==> src/rtl/rv32i_dec_pkg.sv <==
// Package with opcodes, decode codes and result types for the RV32I subset decoder.
package rv32i_dec_pkg;

   localparam int unsigned INSTR_W = 32;
   localparam int unsigned OPCODE_W = 7;
   localparam int unsigned FUNCT3_W = 3;
   localparam int unsigned CLASS_W = 2;
   localparam int unsigned ALU_CTRL_W = 4;

   localparam logic [OPCODE_W-1:0] OP_RTYPE = 7'b0110011;
   localparam logic [OPCODE_W-1:0] OP_ITYPE = 7'b0010011;
   localparam logic [OPCODE_W-1:0] OP_LUI   = 7'b0110111;
   localparam logic [OPCODE_W-1:0] OP_LOAD  = 7'b0000011;
   localparam logic [OPCODE_W-1:0] OP_STORE = 7'b0100011;
   localparam logic [OPCODE_W-1:0] OP_JAL   = 7'b1101111;
   localparam logic [OPCODE_W-1:0] OP_BR    = 7'b1100011;
   localparam logic [OPCODE_W-1:0] OP_NONE  = 7'b0000000;

   localparam logic [FUNCT3_W-1:0] F3_XOR = 3'b100;
   localparam logic [FUNCT3_W-1:0] F3_OR  = 3'b110;
   localparam logic [FUNCT3_W-1:0] F3_SR  = 3'b101;

   localparam logic [CLASS_W-1:0] CLASS_ADD    = 2'd0;
   localparam logic [CLASS_W-1:0] CLASS_BRANCH = 2'd1;
   localparam logic [CLASS_W-1:0] CLASS_FUNCT3 = 2'd2;
   localparam logic [CLASS_W-1:0] CLASS_JUMP   = 2'd3;

   localparam logic [ALU_CTRL_W-1:0] ALU_ADD  = 4'd2;
   localparam logic [ALU_CTRL_W-1:0] ALU_XOR  = 4'd3;
   localparam logic [ALU_CTRL_W-1:0] ALU_OR   = 4'd1;
   localparam logic [ALU_CTRL_W-1:0] ALU_SR   = 4'd4;
   localparam logic [ALU_CTRL_W-1:0] ALU_SUB  = 4'd6;
   localparam logic [ALU_CTRL_W-1:0] ALU_NONE = 4'b1111;

   typedef struct packed {
      logic                  reg_write;
      logic                  alu_src;
      logic                  branch;
      logic                  mem_read;
      logic                  mem_write;
      logic                  mem_to_reg;
      logic [CLASS_W-1:0]    alu_class;
      logic [OPCODE_W-1:0]   opcode_seen;
      logic [ALU_CTRL_W-1:0] alu_control;
   } ctrl_type;

   typedef struct packed {
      ctrl_type                   ctrl;
      logic signed [INSTR_W-1:0] immediate;
   } result_type;

endpackage

==> src/rtl/rv32i_dec_ifs.sv <==
// Valid/ready channel interfaces for instruction beats and decode result beats.
interface rv32i_dec_req_if;
   logic        valid;
   logic        ready;
   logic [31:0] instruction;

   modport source (output valid, output instruction, input ready);
   modport sink (input valid, input instruction, output ready);
endinterface

interface rv32i_dec_rsp_if;
   logic               valid;
   logic               ready;
   logic               reg_write;
   logic               alu_src;
   logic               branch;
   logic               mem_read;
   logic               mem_write;
   logic               mem_to_reg;
   logic [1:0]         alu_class;
   logic [6:0]         opcode_seen;
   logic [3:0]         alu_control;
   logic signed [31:0] immediate;

   modport source (
      output valid, output reg_write, output alu_src, output branch, output mem_read,
      output mem_write, output mem_to_reg, output alu_class, output opcode_seen,
      output alu_control, output immediate, input ready
   );
   modport sink (
      input valid, input reg_write, input alu_src, input branch, input mem_read,
      input mem_write, input mem_to_reg, input alu_class, input opcode_seen,
      input alu_control, input immediate, output ready
   );
endinterface

==> src/rtl/rv32i_subset_decoder.sv <==
// Top level of the RV32I subset decoder: input register, decode logic and result register.
//
// The req_ch channel carries one 32-bit instruction word per beat. The rsp_ch
// channel returns one beat per instruction with the control signals, the ALU
// class, the ALU control code and the sign-extended immediate.
// Both channels use valid/ready; a beat moves on a clock edge where both are high.
// The instruction is captured in an input register, decoded by combinational
// logic and captured again in a result register, from which its result beat is
// offered on rsp_ch and leaves at the first following edge where rsp_ch.ready is high.
// The block takes one instruction every cycle and returns one result every cycle
// while the receiver keeps ready high; the two registers and the ready path set that figure.
// When the receiver stalls, the result register holds its beat and the input
// register holds the next one; req_ch.ready falls only when both are full.
// Results leave in the order in which instructions arrived.
// A synchronous reset empties both registers; there is no other state.
module rv32i_subset_decoder (
   input  logic            clock,
   input  logic            reset,
   rv32i_dec_req_if.sink   req_ch,
   rv32i_dec_rsp_if.source rsp_ch
);
   import rv32i_dec_pkg::*;

   logic               valid_ff;
   logic               valid_in;
   logic [INSTR_W-1:0] instr_ff;
   logic               out_ready;
   logic               load;
   ctrl_type           ctrl;
   logic signed [INSTR_W-1:0] immediate;
   result_type         result;

   assign req_ch.ready = !valid_ff || out_ready;
   assign load = req_ch.valid && req_ch.ready;
   assign valid_in = load || (valid_ff && !out_ready);

   always_ff @(posedge clock) begin
      if (reset) begin
         valid_ff <= 1'b0;
      end else begin
         valid_ff <= valid_in;
      end
   end

   always_ff @(posedge clock) begin
      if (load) begin
         instr_ff <= req_ch.instruction;
      end
   end

   rv32i_dec_ctrl u_ctrl (
      .instruction (instr_ff),
      .ctrl        (ctrl)
   );

   rv32i_dec_imm u_imm (
      .instruction (instr_ff),
      .immediate   (immediate)
   );

   assign result.ctrl = ctrl;
   assign result.immediate = immediate;

   rv32i_dec_out u_out (
      .clock     (clock),
      .reset     (reset),
      .in_valid  (valid_ff),
      .in_ready  (out_ready),
      .in_result (result),
      .rsp_ch    (rsp_ch)
   );

endmodule

==> src/rtl/rv32i_dec_ctrl.sv <==
// Control signal, ALU class and ALU control decode from the opcode and funct3.
module rv32i_dec_ctrl (
   input  logic [rv32i_dec_pkg::INSTR_W-1:0] instruction,
   output rv32i_dec_pkg::ctrl_type           ctrl
);
   import rv32i_dec_pkg::*;

   logic [OPCODE_W-1:0] opcode;
   logic [FUNCT3_W-1:0] funct3;

   assign opcode = instruction[OPCODE_W-1:0];
   assign funct3 = instruction[14:12];

   always_comb begin
      ctrl = '0;
      case (opcode)
         OP_RTYPE: begin
            ctrl.reg_write = 1'b1;
            ctrl.alu_class = CLASS_FUNCT3;
            ctrl.opcode_seen = opcode;
         end
         OP_ITYPE, OP_LUI: begin
            ctrl.reg_write = 1'b1;
            ctrl.alu_src = 1'b1;
            ctrl.alu_class = CLASS_FUNCT3;
            ctrl.opcode_seen = opcode;
         end
         OP_LOAD: begin
            ctrl.reg_write = 1'b1;
            ctrl.alu_src = 1'b1;
            ctrl.mem_read = 1'b1;
            ctrl.mem_to_reg = 1'b1;
            ctrl.alu_class = CLASS_ADD;
            ctrl.opcode_seen = opcode;
         end
         OP_STORE: begin
            ctrl.alu_src = 1'b1;
            ctrl.mem_write = 1'b1;
            ctrl.alu_class = CLASS_ADD;
            ctrl.opcode_seen = opcode;
         end
         OP_JAL: begin
            ctrl.reg_write = 1'b1;
            ctrl.branch = 1'b1;
            ctrl.alu_class = CLASS_JUMP;
            ctrl.opcode_seen = opcode;
         end
         OP_BR: begin
            ctrl.branch = 1'b1;
            ctrl.alu_class = CLASS_BRANCH;
            ctrl.opcode_seen = opcode;
         end
         default: begin
            ctrl.opcode_seen = OP_NONE;
         end
      endcase

      case (ctrl.alu_class)
         CLASS_FUNCT3: begin
            case (funct3)
               F3_XOR:  ctrl.alu_control = ALU_XOR;
               F3_OR:   ctrl.alu_control = ALU_OR;
               F3_SR:   ctrl.alu_control = ALU_SR;
               default: ctrl.alu_control = ALU_ADD;
            endcase
         end
         CLASS_BRANCH: ctrl.alu_control = ALU_SUB;
         CLASS_JUMP:   ctrl.alu_control = ALU_NONE;
         default:      ctrl.alu_control = ALU_ADD;
      endcase
   end

endmodule

==> src/rtl/rv32i_dec_imm.sv <==
// Immediate extraction and sign extension by instruction format.
module rv32i_dec_imm (
   input  logic [rv32i_dec_pkg::INSTR_W-1:0]        instruction,
   output logic signed [rv32i_dec_pkg::INSTR_W-1:0] immediate
);
   import rv32i_dec_pkg::*;

   logic [OPCODE_W-1:0] opcode;
   logic [FUNCT3_W-1:0] funct3;
   logic [INSTR_W-1:0]  w;

   assign w = instruction;
   assign opcode = w[OPCODE_W-1:0];
   assign funct3 = w[14:12];

   always_comb begin
      case (opcode)
         OP_ITYPE: begin
            // Only the or and shift right forms carry an immediate here.
            case (funct3)
               F3_OR:   immediate = {{20{w[31]}}, w[31:20]};
               F3_SR:   immediate = {27'd0, w[24:20]};
               default: immediate = '0;
            endcase
         end
         OP_LUI:   immediate = {w[31:12], 12'd0};
         OP_LOAD:  immediate = {{20{w[31]}}, w[31:20]};
         OP_STORE: immediate = {{20{w[31]}}, w[31:25], w[11:7]};
         OP_BR:    immediate = {{19{w[31]}}, w[31], w[7], w[30:25], w[11:8], 1'b0};
         OP_JAL:   immediate = {{11{w[31]}}, w[31], w[19:12], w[20], w[30:21], 1'b0};
         default:  immediate = '0;
      endcase
   end

endmodule

==> src/rtl/rv32i_dec_out.sv <==
// Result register stage that holds one decoded beat and drives the result channel.
module rv32i_dec_out (
   input  logic                       clock,
   input  logic                       reset,
   input  logic                       in_valid,
   output logic                       in_ready,
   input  rv32i_dec_pkg::result_type  in_result,
   rv32i_dec_rsp_if.source            rsp_ch
);
   import rv32i_dec_pkg::*;

   logic       valid_ff;
   logic       valid_in;
   result_type result_ff;
   logic       load;

   assign in_ready = !valid_ff || rsp_ch.ready;
   assign load = in_valid && in_ready;
   assign valid_in = load || (valid_ff && !rsp_ch.ready);

   always_ff @(posedge clock) begin
      if (reset) begin
         valid_ff <= 1'b0;
      end else begin
         valid_ff <= valid_in;
      end
   end

   always_ff @(posedge clock) begin
      if (load) begin
         result_ff <= in_result;
      end
   end

   assign rsp_ch.valid       = valid_ff;
   assign rsp_ch.reg_write   = result_ff.ctrl.reg_write;
   assign rsp_ch.alu_src     = result_ff.ctrl.alu_src;
   assign rsp_ch.branch      = result_ff.ctrl.branch;
   assign rsp_ch.mem_read    = result_ff.ctrl.mem_read;
   assign rsp_ch.mem_write   = result_ff.ctrl.mem_write;
   assign rsp_ch.mem_to_reg  = result_ff.ctrl.mem_to_reg;
   assign rsp_ch.alu_class   = result_ff.ctrl.alu_class;
   assign rsp_ch.opcode_seen = result_ff.ctrl.opcode_seen;
   assign rsp_ch.alu_control = result_ff.ctrl.alu_control;
   assign rsp_ch.immediate   = result_ff.immediate;

endmodule
==> src/flat_wrapper.sv <==
// flat-port wrapper written by rule: the top's interface ports become plain ports
module rv32i_subset_decoder_flat import rv32i_dec_pkg::*;
  (clock, reset, req_ch_valid, req_ch_instruction, req_ch_ready, rsp_ch_valid, rsp_ch_reg_write, rsp_ch_alu_src, rsp_ch_branch, rsp_ch_mem_read, rsp_ch_mem_write, rsp_ch_mem_to_reg, rsp_ch_alu_class, rsp_ch_opcode_seen, rsp_ch_alu_control, rsp_ch_immediate, rsp_ch_ready);
  rv32i_dec_req_if req_ch_i ();
  rv32i_dec_rsp_if rsp_ch_i ();
  input  logic clock;
  input  logic reset;
  input wire logic [$bits(req_ch_i.valid)-1:0] req_ch_valid;
  input wire logic [$bits(req_ch_i.instruction)-1:0] req_ch_instruction;
  output wire logic [$bits(req_ch_i.ready)-1:0] req_ch_ready;
  output wire logic [$bits(rsp_ch_i.valid)-1:0] rsp_ch_valid;
  output wire logic [$bits(rsp_ch_i.reg_write)-1:0] rsp_ch_reg_write;
  output wire logic [$bits(rsp_ch_i.alu_src)-1:0] rsp_ch_alu_src;
  output wire logic [$bits(rsp_ch_i.branch)-1:0] rsp_ch_branch;
  output wire logic [$bits(rsp_ch_i.mem_read)-1:0] rsp_ch_mem_read;
  output wire logic [$bits(rsp_ch_i.mem_write)-1:0] rsp_ch_mem_write;
  output wire logic [$bits(rsp_ch_i.mem_to_reg)-1:0] rsp_ch_mem_to_reg;
  output wire logic [$bits(rsp_ch_i.alu_class)-1:0] rsp_ch_alu_class;
  output wire logic [$bits(rsp_ch_i.opcode_seen)-1:0] rsp_ch_opcode_seen;
  output wire logic [$bits(rsp_ch_i.alu_control)-1:0] rsp_ch_alu_control;
  output wire logic [$bits(rsp_ch_i.immediate)-1:0] rsp_ch_immediate;
  input wire logic [$bits(rsp_ch_i.ready)-1:0] rsp_ch_ready;
  assign req_ch_i.valid = req_ch_valid;
  assign req_ch_i.instruction = req_ch_instruction;
  assign req_ch_ready = req_ch_i.ready;
  assign rsp_ch_valid = rsp_ch_i.valid;
  assign rsp_ch_reg_write = rsp_ch_i.reg_write;
  assign rsp_ch_alu_src = rsp_ch_i.alu_src;
  assign rsp_ch_branch = rsp_ch_i.branch;
  assign rsp_ch_mem_read = rsp_ch_i.mem_read;
  assign rsp_ch_mem_write = rsp_ch_i.mem_write;
  assign rsp_ch_mem_to_reg = rsp_ch_i.mem_to_reg;
  assign rsp_ch_alu_class = rsp_ch_i.alu_class;
  assign rsp_ch_opcode_seen = rsp_ch_i.opcode_seen;
  assign rsp_ch_alu_control = rsp_ch_i.alu_control;
  assign rsp_ch_immediate = rsp_ch_i.immediate;
  assign rsp_ch_i.ready = rsp_ch_ready;
  rv32i_subset_decoder u_core (.clock(clock), .reset(reset), .req_ch(req_ch_i), .rsp_ch(rsp_ch_i));
endmodule
==> config.mk <==
export PLATFORM = sky130hd
export DESIGN_NAME = rv32i_subset_decoder_flat
export DESIGN_NICKNAME = d
export VERILOG_FILES = /design/src/rtl/rv32i_dec_pkg.sv /design/src/rtl/rv32i_dec_ifs.sv /design/src/rtl/rv32i_subset_decoder.sv /design/src/rtl/rv32i_dec_ctrl.sv /design/src/rtl/rv32i_dec_imm.sv /design/src/rtl/rv32i_dec_out.sv /design/src/flat_wrapper.sv
export SDC_FILE = /design/constraint.sdc
export NUM_CORES = 1
export LEC_CHECK = 0
export BUFFER_PORTS_ARGS = -buffer_cell sky130_fd_sc_hd__clkbuf_2
export CAP_MARGIN = 0
export CELL_PAD_IN_SITES_DETAIL_PLACEMENT = 0
export CELL_PAD_IN_SITES_GLOBAL_PLACEMENT = 1
export CORE_MARGIN = 1
export CORE_UTILIZATION = 42
export DETAILED_ROUTE_END_ITERATION = 8
export PLACE_DENSITY_LB_ADDON = 0.15
export SYNTH_ARGS = -nofsm -noshare
export SYNTH_HDL_FRONTEND = slang
export SYNTH_SLANG_ARGS = --single-unit
==> constraint.sdc <==
create_clock -name clock -period 4.2 [get_ports clock]
set_input_delay 1.05 -clock clock [delete_from_list [all_inputs] [get_ports clock]]
set_output_delay 1.05 -clock clock [all_outputs]
set_load 0.02 [all_outputs]
After elaboration in Yosys (flattened, before gate mapping):

Index checks and enable logic that the tools add are counted.

* equality and inequality tests: 13
* muxes and demuxes: 10
* reductions and logical operators: 17

Operators with widths (number)
* $pmux 32 s6: 1
* $pmux 32 s2: 1
* $eq 7x6->1 const B: 3
* $eq 7x7->1 const B: 2
* $pmux 4 s3: 1
* $eq 3x3->1 const B: 3
* $pmux 3 s3: 1
* $eq 7x2->1 const B: 1
* $eq 7x5->1 const B: 1
* $reduce_or 7->1: 1
* $pmux 2 s3: 1
* $mux 1: 5
* $reduce_or 5->1: 1
* $eq 2x2->1 const B: 2
* $logic_and 1x1->1: 4
* $logic_not 1->1: 4
* $logic_or 1x1->1: 4
* $reduce_or 4->1: 1
* $reduce_or 3->1: 1
* $eq 2x1->1 const B: 1
* $reduce_or 2->1: 1

* register bits: 84
* input port bits: 36
* output and inout bits: 53
* logic and storage cells: 52

Depth between registers and ports, before layout:

Gate-level depths: netlist of the first run.

* depth after elaboration: 5
* depth in mapped cells: 6
* depth with buffers taken out: 5

Cells and area by module:

A second synthesis of the first run with hierarchy kept.

* cells, all modules: 230
* area total of the unflattened synthesis: 3689.8 um^2

By module, submodules not included
* rv32i_dec_out: instances 1, cells an instance 56, area each 1586.5 um^2, seq. area each 1551.5 um^2
* rv32i_subset_decoder: instances 1, cells an instance 37, area each 1016.0 um^2, seq. area each 980.9 um^2
* rv32i_dec_imm: instances 1, cells an instance 91, area each 777.0 um^2, seq. area each 0.0 um^2
* rv32i_dec_ctrl: instances 1, cells an instance 46, area each 310.3 um^2, seq. area each 0.0 um^2

Worst setup path after synthesis of the first run:

No wires, ideal clock.

* path type: input to register
* from: input rsp_ch_ready
* to: register u_core.u_out.result_ff (netlist bit u_core.u_out.rsp_ch.alu_class[0]), enable pin
* library setup time: 0.462 ns
* arrival: 3.316 ns
* required time: 3.738 ns
* setup slack: 0.422 ns
* cell stages on the path: 2
* buffers on the path: 0
* path through: nor2b_1 nor2b_1

* word-level cells in the longest chain between the ends: 2

RTL lines
* from (decl): line flat_wrapper.sv:22 `input wire logic [$bits(rsp_ch_i.ready)-1:0] rsp_ch_ready;`
* $logic_or 1x1->1: line rv32i_dec_out.sv:17 `assign in_ready = !valid_ff || rsp_ch.ready;`
* $logic_and 1x1->1: line rv32i_dec_out.sv:18 `assign load = in_valid && in_ready;`
* net u_core.u_out.load: line rv32i_dec_out.sv:15 `logic load;`
* to (signal assigned): line rv32i_dec_out.sv:31 `result_ff <= in_result;`
* to (decl): line rv32i_dec_out.sv:14 `result_type result_ff;`

The timed path passes the listed nets, and every way through them passes these cells.
A chain may end at the register's enable or synchronous reset.

Final worst setup path of the first run:

* from: input rsp_ch_ready
* to: output req_ch_ready

* word-level cells in the longest chain between the ends: 2

RTL lines
* $logic_or 1x1->1: line rv32i_dec_out.sv:17
* $logic_or 1x1->1: line rv32i_subset_decoder.sv:33 `assign req_ch.ready = !valid_ff || out_ready;`
* to (decl): line flat_wrapper.sv:10 `output wire logic [$bits(req_ch_i.ready)-1:0] req_ch_ready;`

No other way between the ends.

==> results.toml, run 1 <==
[logic_synthesis]
syn_nets = 226
netlist_top_cells_area = "edfxtp_1 76%, a21o_1 4.7%, a22o_1 1.4%"
synthMuxAreaShare_pct = 0
netlist_area_um2 = 3210
yosysWarningCount = 0
yosysTopAreaCellShare_pct = 75.8
synth_compound_area_share_pct = 11.5
synthArstFlopShare_pct = 0
synth_top_cells_by_count = "81 x edfxtp_1, 20 x a21o_1, 10 x nor2_1"
yosysMostFrequentCell = "edfxtp_1"
synthDistinctLibCells = 41
synth_seq_cells = 83
synth_xor_area_share_pct = 0.273
synth_area_leader_cell = "edfxtp_1"
synth_edf_count = 81
synth_fa_ha_area_share_pct = 0
synth_top_family_by_area = "compound AO/OA/AOI/OAI gates"
synth.avg_cell_area_um2 = 16.9
synth_ff_type = "edfxtp_1"
yosysSeqAreaShare_pct = 77.1
netlist_instances = 190
synthSimpleGateAreaFrac_pct = 8.85

[clock_tree]
cts_tree = "done"
cts_sinks = 83
numCtsBuffers = 9
clkTransAtPathRegs_ns = 0.08
cts_hold_buf = 0
cts-root-buf = "clkbuf_8"
htree_levels = 3
post_cts_resized = 0
post_cts_buffers = 0
cts_buffer_depth = 2
clkLatencyLatePin_ns = 0.34

[detailed_routing]
routed_wl_um = 5570
drc_errors = 0
viasPerCell = 4.72
ant_nets = 0
drtIter0Drc = 71
dr.pass1.iters = 4
avgRoutedWirePerCell_um = 14.3
vias = 1836

[finish]
nets = 321
postLayoutCellArea_um2 = 3970
fill_cells = 608
seq_area_um2 = 2470
multiInputGateArea_um2 = 669
num_antenna_cells = 0
syn_to_final_growth_pct = 23.6
drive_gt1_share_pct = 40.0

[worst_setup_path]
r2r_cells = 4
cp_data_required_time_ns = 3.15
worst-path-max-fanout = 4
worstSetupPathType = "in -> out"
cp.arrival_ns = 1.70
r2r_end = "u_core.u_out.rsp_ch.immediate[23]"
critPathCaptureType = "output port"
critPathLaunchType = "primary input"
reg2reg_from = "u_core.instr_ff[2]"
regToRegSetupSlack_ns = 2.13

[power_and_ir_drop]
powerDensity_nw_per_um2 = 430
p_leak_nw = 1.70
totalPowerFinal_w = 0.00170
ir_drop_uv = 196

[timing]
fin_setup_tns_ns = 0
hold_viol = 0
min_period_over_period_pct = 65.4
slew_violations = 0
setup_slack_ns = 1.45
setup_viol = 0
rsz0062_at_grt = "no"
worst_pin_slew_ns = 0.860
fin_worst_skew_ns = 0.00968
period_needed_ns = 2.75
max-slew-margin-rel_pct = 42.4
max_freq_mhz = 364

[placed_design]
dp_hpwl_um = 4040
dpl_cell_area_um2 = 3750
gp_congestion = 0.795
portBuffers = 88
pre_cts_ws_ns = 1.46

[floorplanning]
dieArea_um2 = 7990
die_h_um = 89.4
start_util_pct = 43.8
fp.coreArea_um2 = 7330
ioPinCount = 89
core.rowCount = 31
die_w_um = 89.4

[worst_hold_path]
hp-class = "reg -> reg"
min_path_cells = 1
hold_end = "u_core.u_out.rsp_ch.immediate[17]"
hold_start = "u_core.instr_ff[17]"

[global_routing]
grt.overflow.total = 0
grt_antenna_before_repair = 0
track_usage_pct = 15.3
grt_pass1_wl_um = 8460
grt_max_degree = 27
grt_pass1_vias = 1690

[outcome]
status = "finished clean"

[run]
maxCapViolations = 0
## cell usage in the layout (no fill, tap or decap), types with 4 or more instances in the layout
cell type / n
clkbuf_8: 9
inv_1: 7
nor2_1: 10
a21o_1: 20
nand2_1: 6
edfxtp_1: 81
clkbuf_2: 88
a22o_1: 5
and3_1: 6
nand3_1: 4
## per-layer routing
metal,vias to the layer above,wire length (um),global-route usage (%)
met1,830,2500,20.0
met4,0,104,8.66
li1,928,-,-
met5,-,0,0
met3,8,316,4.06
met2,70,2650,23.1
## power by group
group	internal, W	leakage, nW	switching [W]
clock network	0.000336	0.108	0.000268
logic	0.0000427	0.827	0.0000806
registers	0.000955	0.762	0.0000221
## cell type report
cell class              instances  area share (%)
clock inverters                 6            2.27
well taps                      99            3.12
multi-input cells              94            16.9
inverters                       7           0.663
clock buffers                  10            3.22
repair buffers                 90            11.5
flip-flops and latches         83            62.4
## per-stage QoR
stage	std cells	utilization, %	hold slack, ns
global placement	373	51.1	0.503
global route	389	54.1	0.535
finish	389	54.1	0.524
detailed placement	373	51.1	0.514
floorplan	190	-	0.478
CTS	389	54.1	0.522
## how the worst max path moves through the flow
stage	endpoint	start
after floorplan	u_core.u_out.rsp_ch.alu_class[0]	rsp_ch_ready
after global placement	req_ch_ready	rsp_ch_ready
after detailed placement	req_ch_ready	rsp_ch_ready
after CTS	req_ch_ready	rsp_ch_ready
after global routing	req_ch_ready	rsp_ch_ready
final	req_ch_ready	rsp_ch_ready
## critical path, cell delays in order
cell,delay [ns]
clkbuf_2,0.08
nor2b_1,0.29
nand2_1,0.11
clkbuf_2,0.16
## logic make-up after synthesis
logic type,after synthesis
AOI/OAI and AO/OA,47
xor gates and xnor gates,1
and+or+nand+nor,46
DFF,83
buffers and inverters,13
Power figures use the tool's default switching activity.
==> inputs of run 2 (changes only) <==
--- a/config.mk
+++ b/config.mk
@@ -5,12 +5,13 @@
 export SDC_FILE = /design/constraint.sdc
 export NUM_CORES = 1
 export LEC_CHECK = 0
+export ABC_AREA = 1
 export BUFFER_PORTS_ARGS = -buffer_cell sky130_fd_sc_hd__clkbuf_2
 export CAP_MARGIN = 0
 export CELL_PAD_IN_SITES_DETAIL_PLACEMENT = 0
 export CELL_PAD_IN_SITES_GLOBAL_PLACEMENT = 1
 export CORE_MARGIN = 1
-export CORE_UTILIZATION = 42
+export CORE_UTILIZATION = 36
 export DETAILED_ROUTE_END_ITERATION = 8
 export PLACE_DENSITY_LB_ADDON = 0.15
 export SYNTH_ARGS = -nofsm -noshare
==> constraint.sdc (replaced) <==
create_clock -name clock -period 2.2 [get_ports clock]
set_input_delay 0.55 -clock clock [delete_from_list [all_inputs] [get_ports clock]]
set_output_delay 0.55 -clock clock [all_outputs]
set_load 0.02 [all_outputs]
==> results.toml, run 2 <==
[detailed_routing]
drtIter0Drc = 89
routed_wl_um = 6200
vias = 2053
dr.pass1.iters = 7
ant_nets = 0
avgRoutedWirePerCell_um = 12.7
viasPerCell = 4.21
drc_errors = 9

[logic_synthesis]
netlist_area_um2 = 3310
synth_top_family_by_area = "simple AND/OR/NAND/NOR gates"
synth_seq_cells = 83
netlist_instances = 280
synthMuxAreaShare_pct = 0
synth_fa_ha_area_share_pct = 0
synth_xor_area_share_pct = 0
synthSimpleGateAreaFrac_pct = 18.1
synth_edf_count = 81
synth_ff_type = "edfxtp_1"
synth.avg_cell_area_um2 = 11.8
yosysSeqAreaShare_pct = 74.6
netlist_top_cells_area = "edfxtp_1 73%, nand2_1 11%, inv_1 4.9%"
synth_top_cells_by_count = "96 x nand2_1, 81 x edfxtp_1, 43 x inv_1"
synth_compound_area_share_pct = 0.604
yosysTopAreaCellShare_pct = 73.4
synthArstFlopShare_pct = 0
yosysWarningCount = 0
syn_nets = 316
synth_area_leader_cell = "edfxtp_1"
synthDistinctLibCells = 19
yosysMostFrequentCell = "nand2_1"

[power_and_ir_drop]
ir_drop_uv = 344
p_leak_nw = 2.03
powerDensity_nw_per_um2 = 722

[floorplanning]
core.rowCount = 34
die_h_um = 97.9
dieArea_um2 = 9590
fp.coreArea_um2 = 8810
ioPinCount = 89
start_util_pct = 37.6
die_w_um = 97.9

[worst_setup_path]
regToRegSetupSlack_ns = 0.65
cpPeakStageDelay_ns = 0.43
critPathLaunchType = "flop"
cp_data_required_time_ns = 1.65
cp.depth = 2
worstSetupPathType = "reg -> out"
worstPathCellList = "nand3_1, clkbuf_2"
reg2reg_from = "u_core.instr_ff[5]"
critPathCaptureType = "output port"
r2r_end = "u_core.u_out.rsp_ch.immediate[10]"
crit_slowest_cell = "dfxtp_1"
r2r_cells = 6
cp.arrival_ns = 1.11
path_buf_inv = 1
critical_path.top_delay_family = "flip-flops"
worst-path-max-fanout = 4

[timing]
setup_viol = 0
max-slew-margin-rel_pct = 71.6
worst_pin_slew_ns = 0.425
fin_worst_skew_ns = 0.00791
max_freq_mhz = 603
hold_viol = 0
min_period_over_period_pct = 75.4
slew_violations = 0
period_needed_ns = 1.66
rsz0062_at_grt = "no"
fin_setup_tns_ns = 0

[clock_tree]
cts_hold_buf = 0
cts_sinks = 83
clkTransAtPathRegs_ns = 0.08
htree_levels = 3
clkLatencyLatePin_ns = 0.34
post_cts_resized = 0
numCtsBuffers = 9
cts-root-buf = "clkbuf_8"
cts_tree = "done"
post_cts_buffers = 0
cts_buffer_depth = 2

[placed_design]
dp.cells = 473
dpl_cell_area_um2 = 3880
gp_congestion = 0.712
dp_hpwl_um = 4460
portBuffers = 88

[worst_hold_path]
min_path_cells = 1
hold_start = "req_ch_instruction[9]"
hold_end = "u_core.instr_ff[9]"
hp-class = "in -> reg"

[global_routing]
grt_pass1_wl_um = 10000
grt_max_degree = 46
track_usage_pct = 13.9
grt_antenna_before_repair = 0
grt.overflow.total = 0
grt_pass1_vias = 2013

[finish]
final_cell_mix = "96 x nand2_1, 88 x clkbuf_2, 81 x edfxtp_1"
fill_cells = 856
layoutNonFillerInstCount = 488
nets = 412
syn_to_final_growth_pct = 22.0
num_antenna_cells = 0
postLayoutCellArea_um2 = 4040
final_common_cell = "nand2_1"
drive_gt1_share_pct = 32.4

[outcome]
status = "complete, but fails checks"
violations = "design-rule violations"

[run]
maxCapViolations = 0
==> run 2: cell types whose count changed after synthesis, moves of 3 or more <==
cell	delta
inv_1	+36
o21a_1	-3
and3_1	-6
nor2_1	+7
nand2_1	+90
nor2b_1	-4
a22o_1	-5
inv_2	+5
a21o_1	-20
nand2_2	+7
nand3_1	+4
==> run 2: area by class of cell <==
type                       instances  area (um2)  share of cell area, %
multi-input combinational        144         629                   15.6
clock buffer                       9         124                   3.06
tap                              108         135                   3.34
timing repair buffer              90         468                   11.6
clock inverter                     6        33.8                  0.836
inverter                          48         180                   4.46
sequential                        83        2470                   61.2
==> run 2: per-layer routing <==
metal,GRT usage (%),vias up,wire length [um]
met5,0,-,0
met4,5.94,0,36
met3,5.30,2,419
met2,20.0,68,2750
met1,18.8,894,2990
li1,-,1089,-
==> run 2: through the flow <==
step | power [W] | hold slack (ns) | utilization [%] | worst slack (ns)
floorplan | 0.00196 | 0.494 | - | 0.259
global placement | 0.00205 | 0.506 | 44.1 | 0.568
detailed placement | 0.00205 | 0.517 | 44.1 | 0.537
CTS | 0.00296 | 0.354 | 45.9 | 0.512
global route | 0.00305 | 0.350 | 45.9 | 0.439
finish | 0.00292 | 0.375 | 45.9 | 0.541
==> run 2: worst max path at each step <==
stage,startpoint,endpoint
final,u_core.u_out.rsp_ch.valid,req_ch_ready
after global routing,u_core.u_out.rsp_ch.valid,req_ch_ready
after CTS,u_core.u_out.rsp_ch.valid,req_ch_ready
after detailed placement,rsp_ch_ready,u_core.instr_ff[26]
after global placement,rsp_ch_ready,u_core.instr_ff[26]
after floorplan,rsp_ch_ready,u_core.instr_ff[0]
==> run 2: cells by family (layout without fill, tap and decap cells) <==
family / Yosys count / in the layout
compound gates: 4 / 4
buf+inv: 53 / 153
flops: 83 / 83
simple gates: 140 / 140
==> run 2: power breakdown <==
| group | total [W] | switching (W) | internal [W] |
|---|---|---|---|
| Clock | 0.000911 | 0.000518 | 0.000393 |
| Sequential | 0.00183 | 0.0000305 | 0.00180 |
| Combinational | 0.000175 | 0.000117 | 0.0000587 |
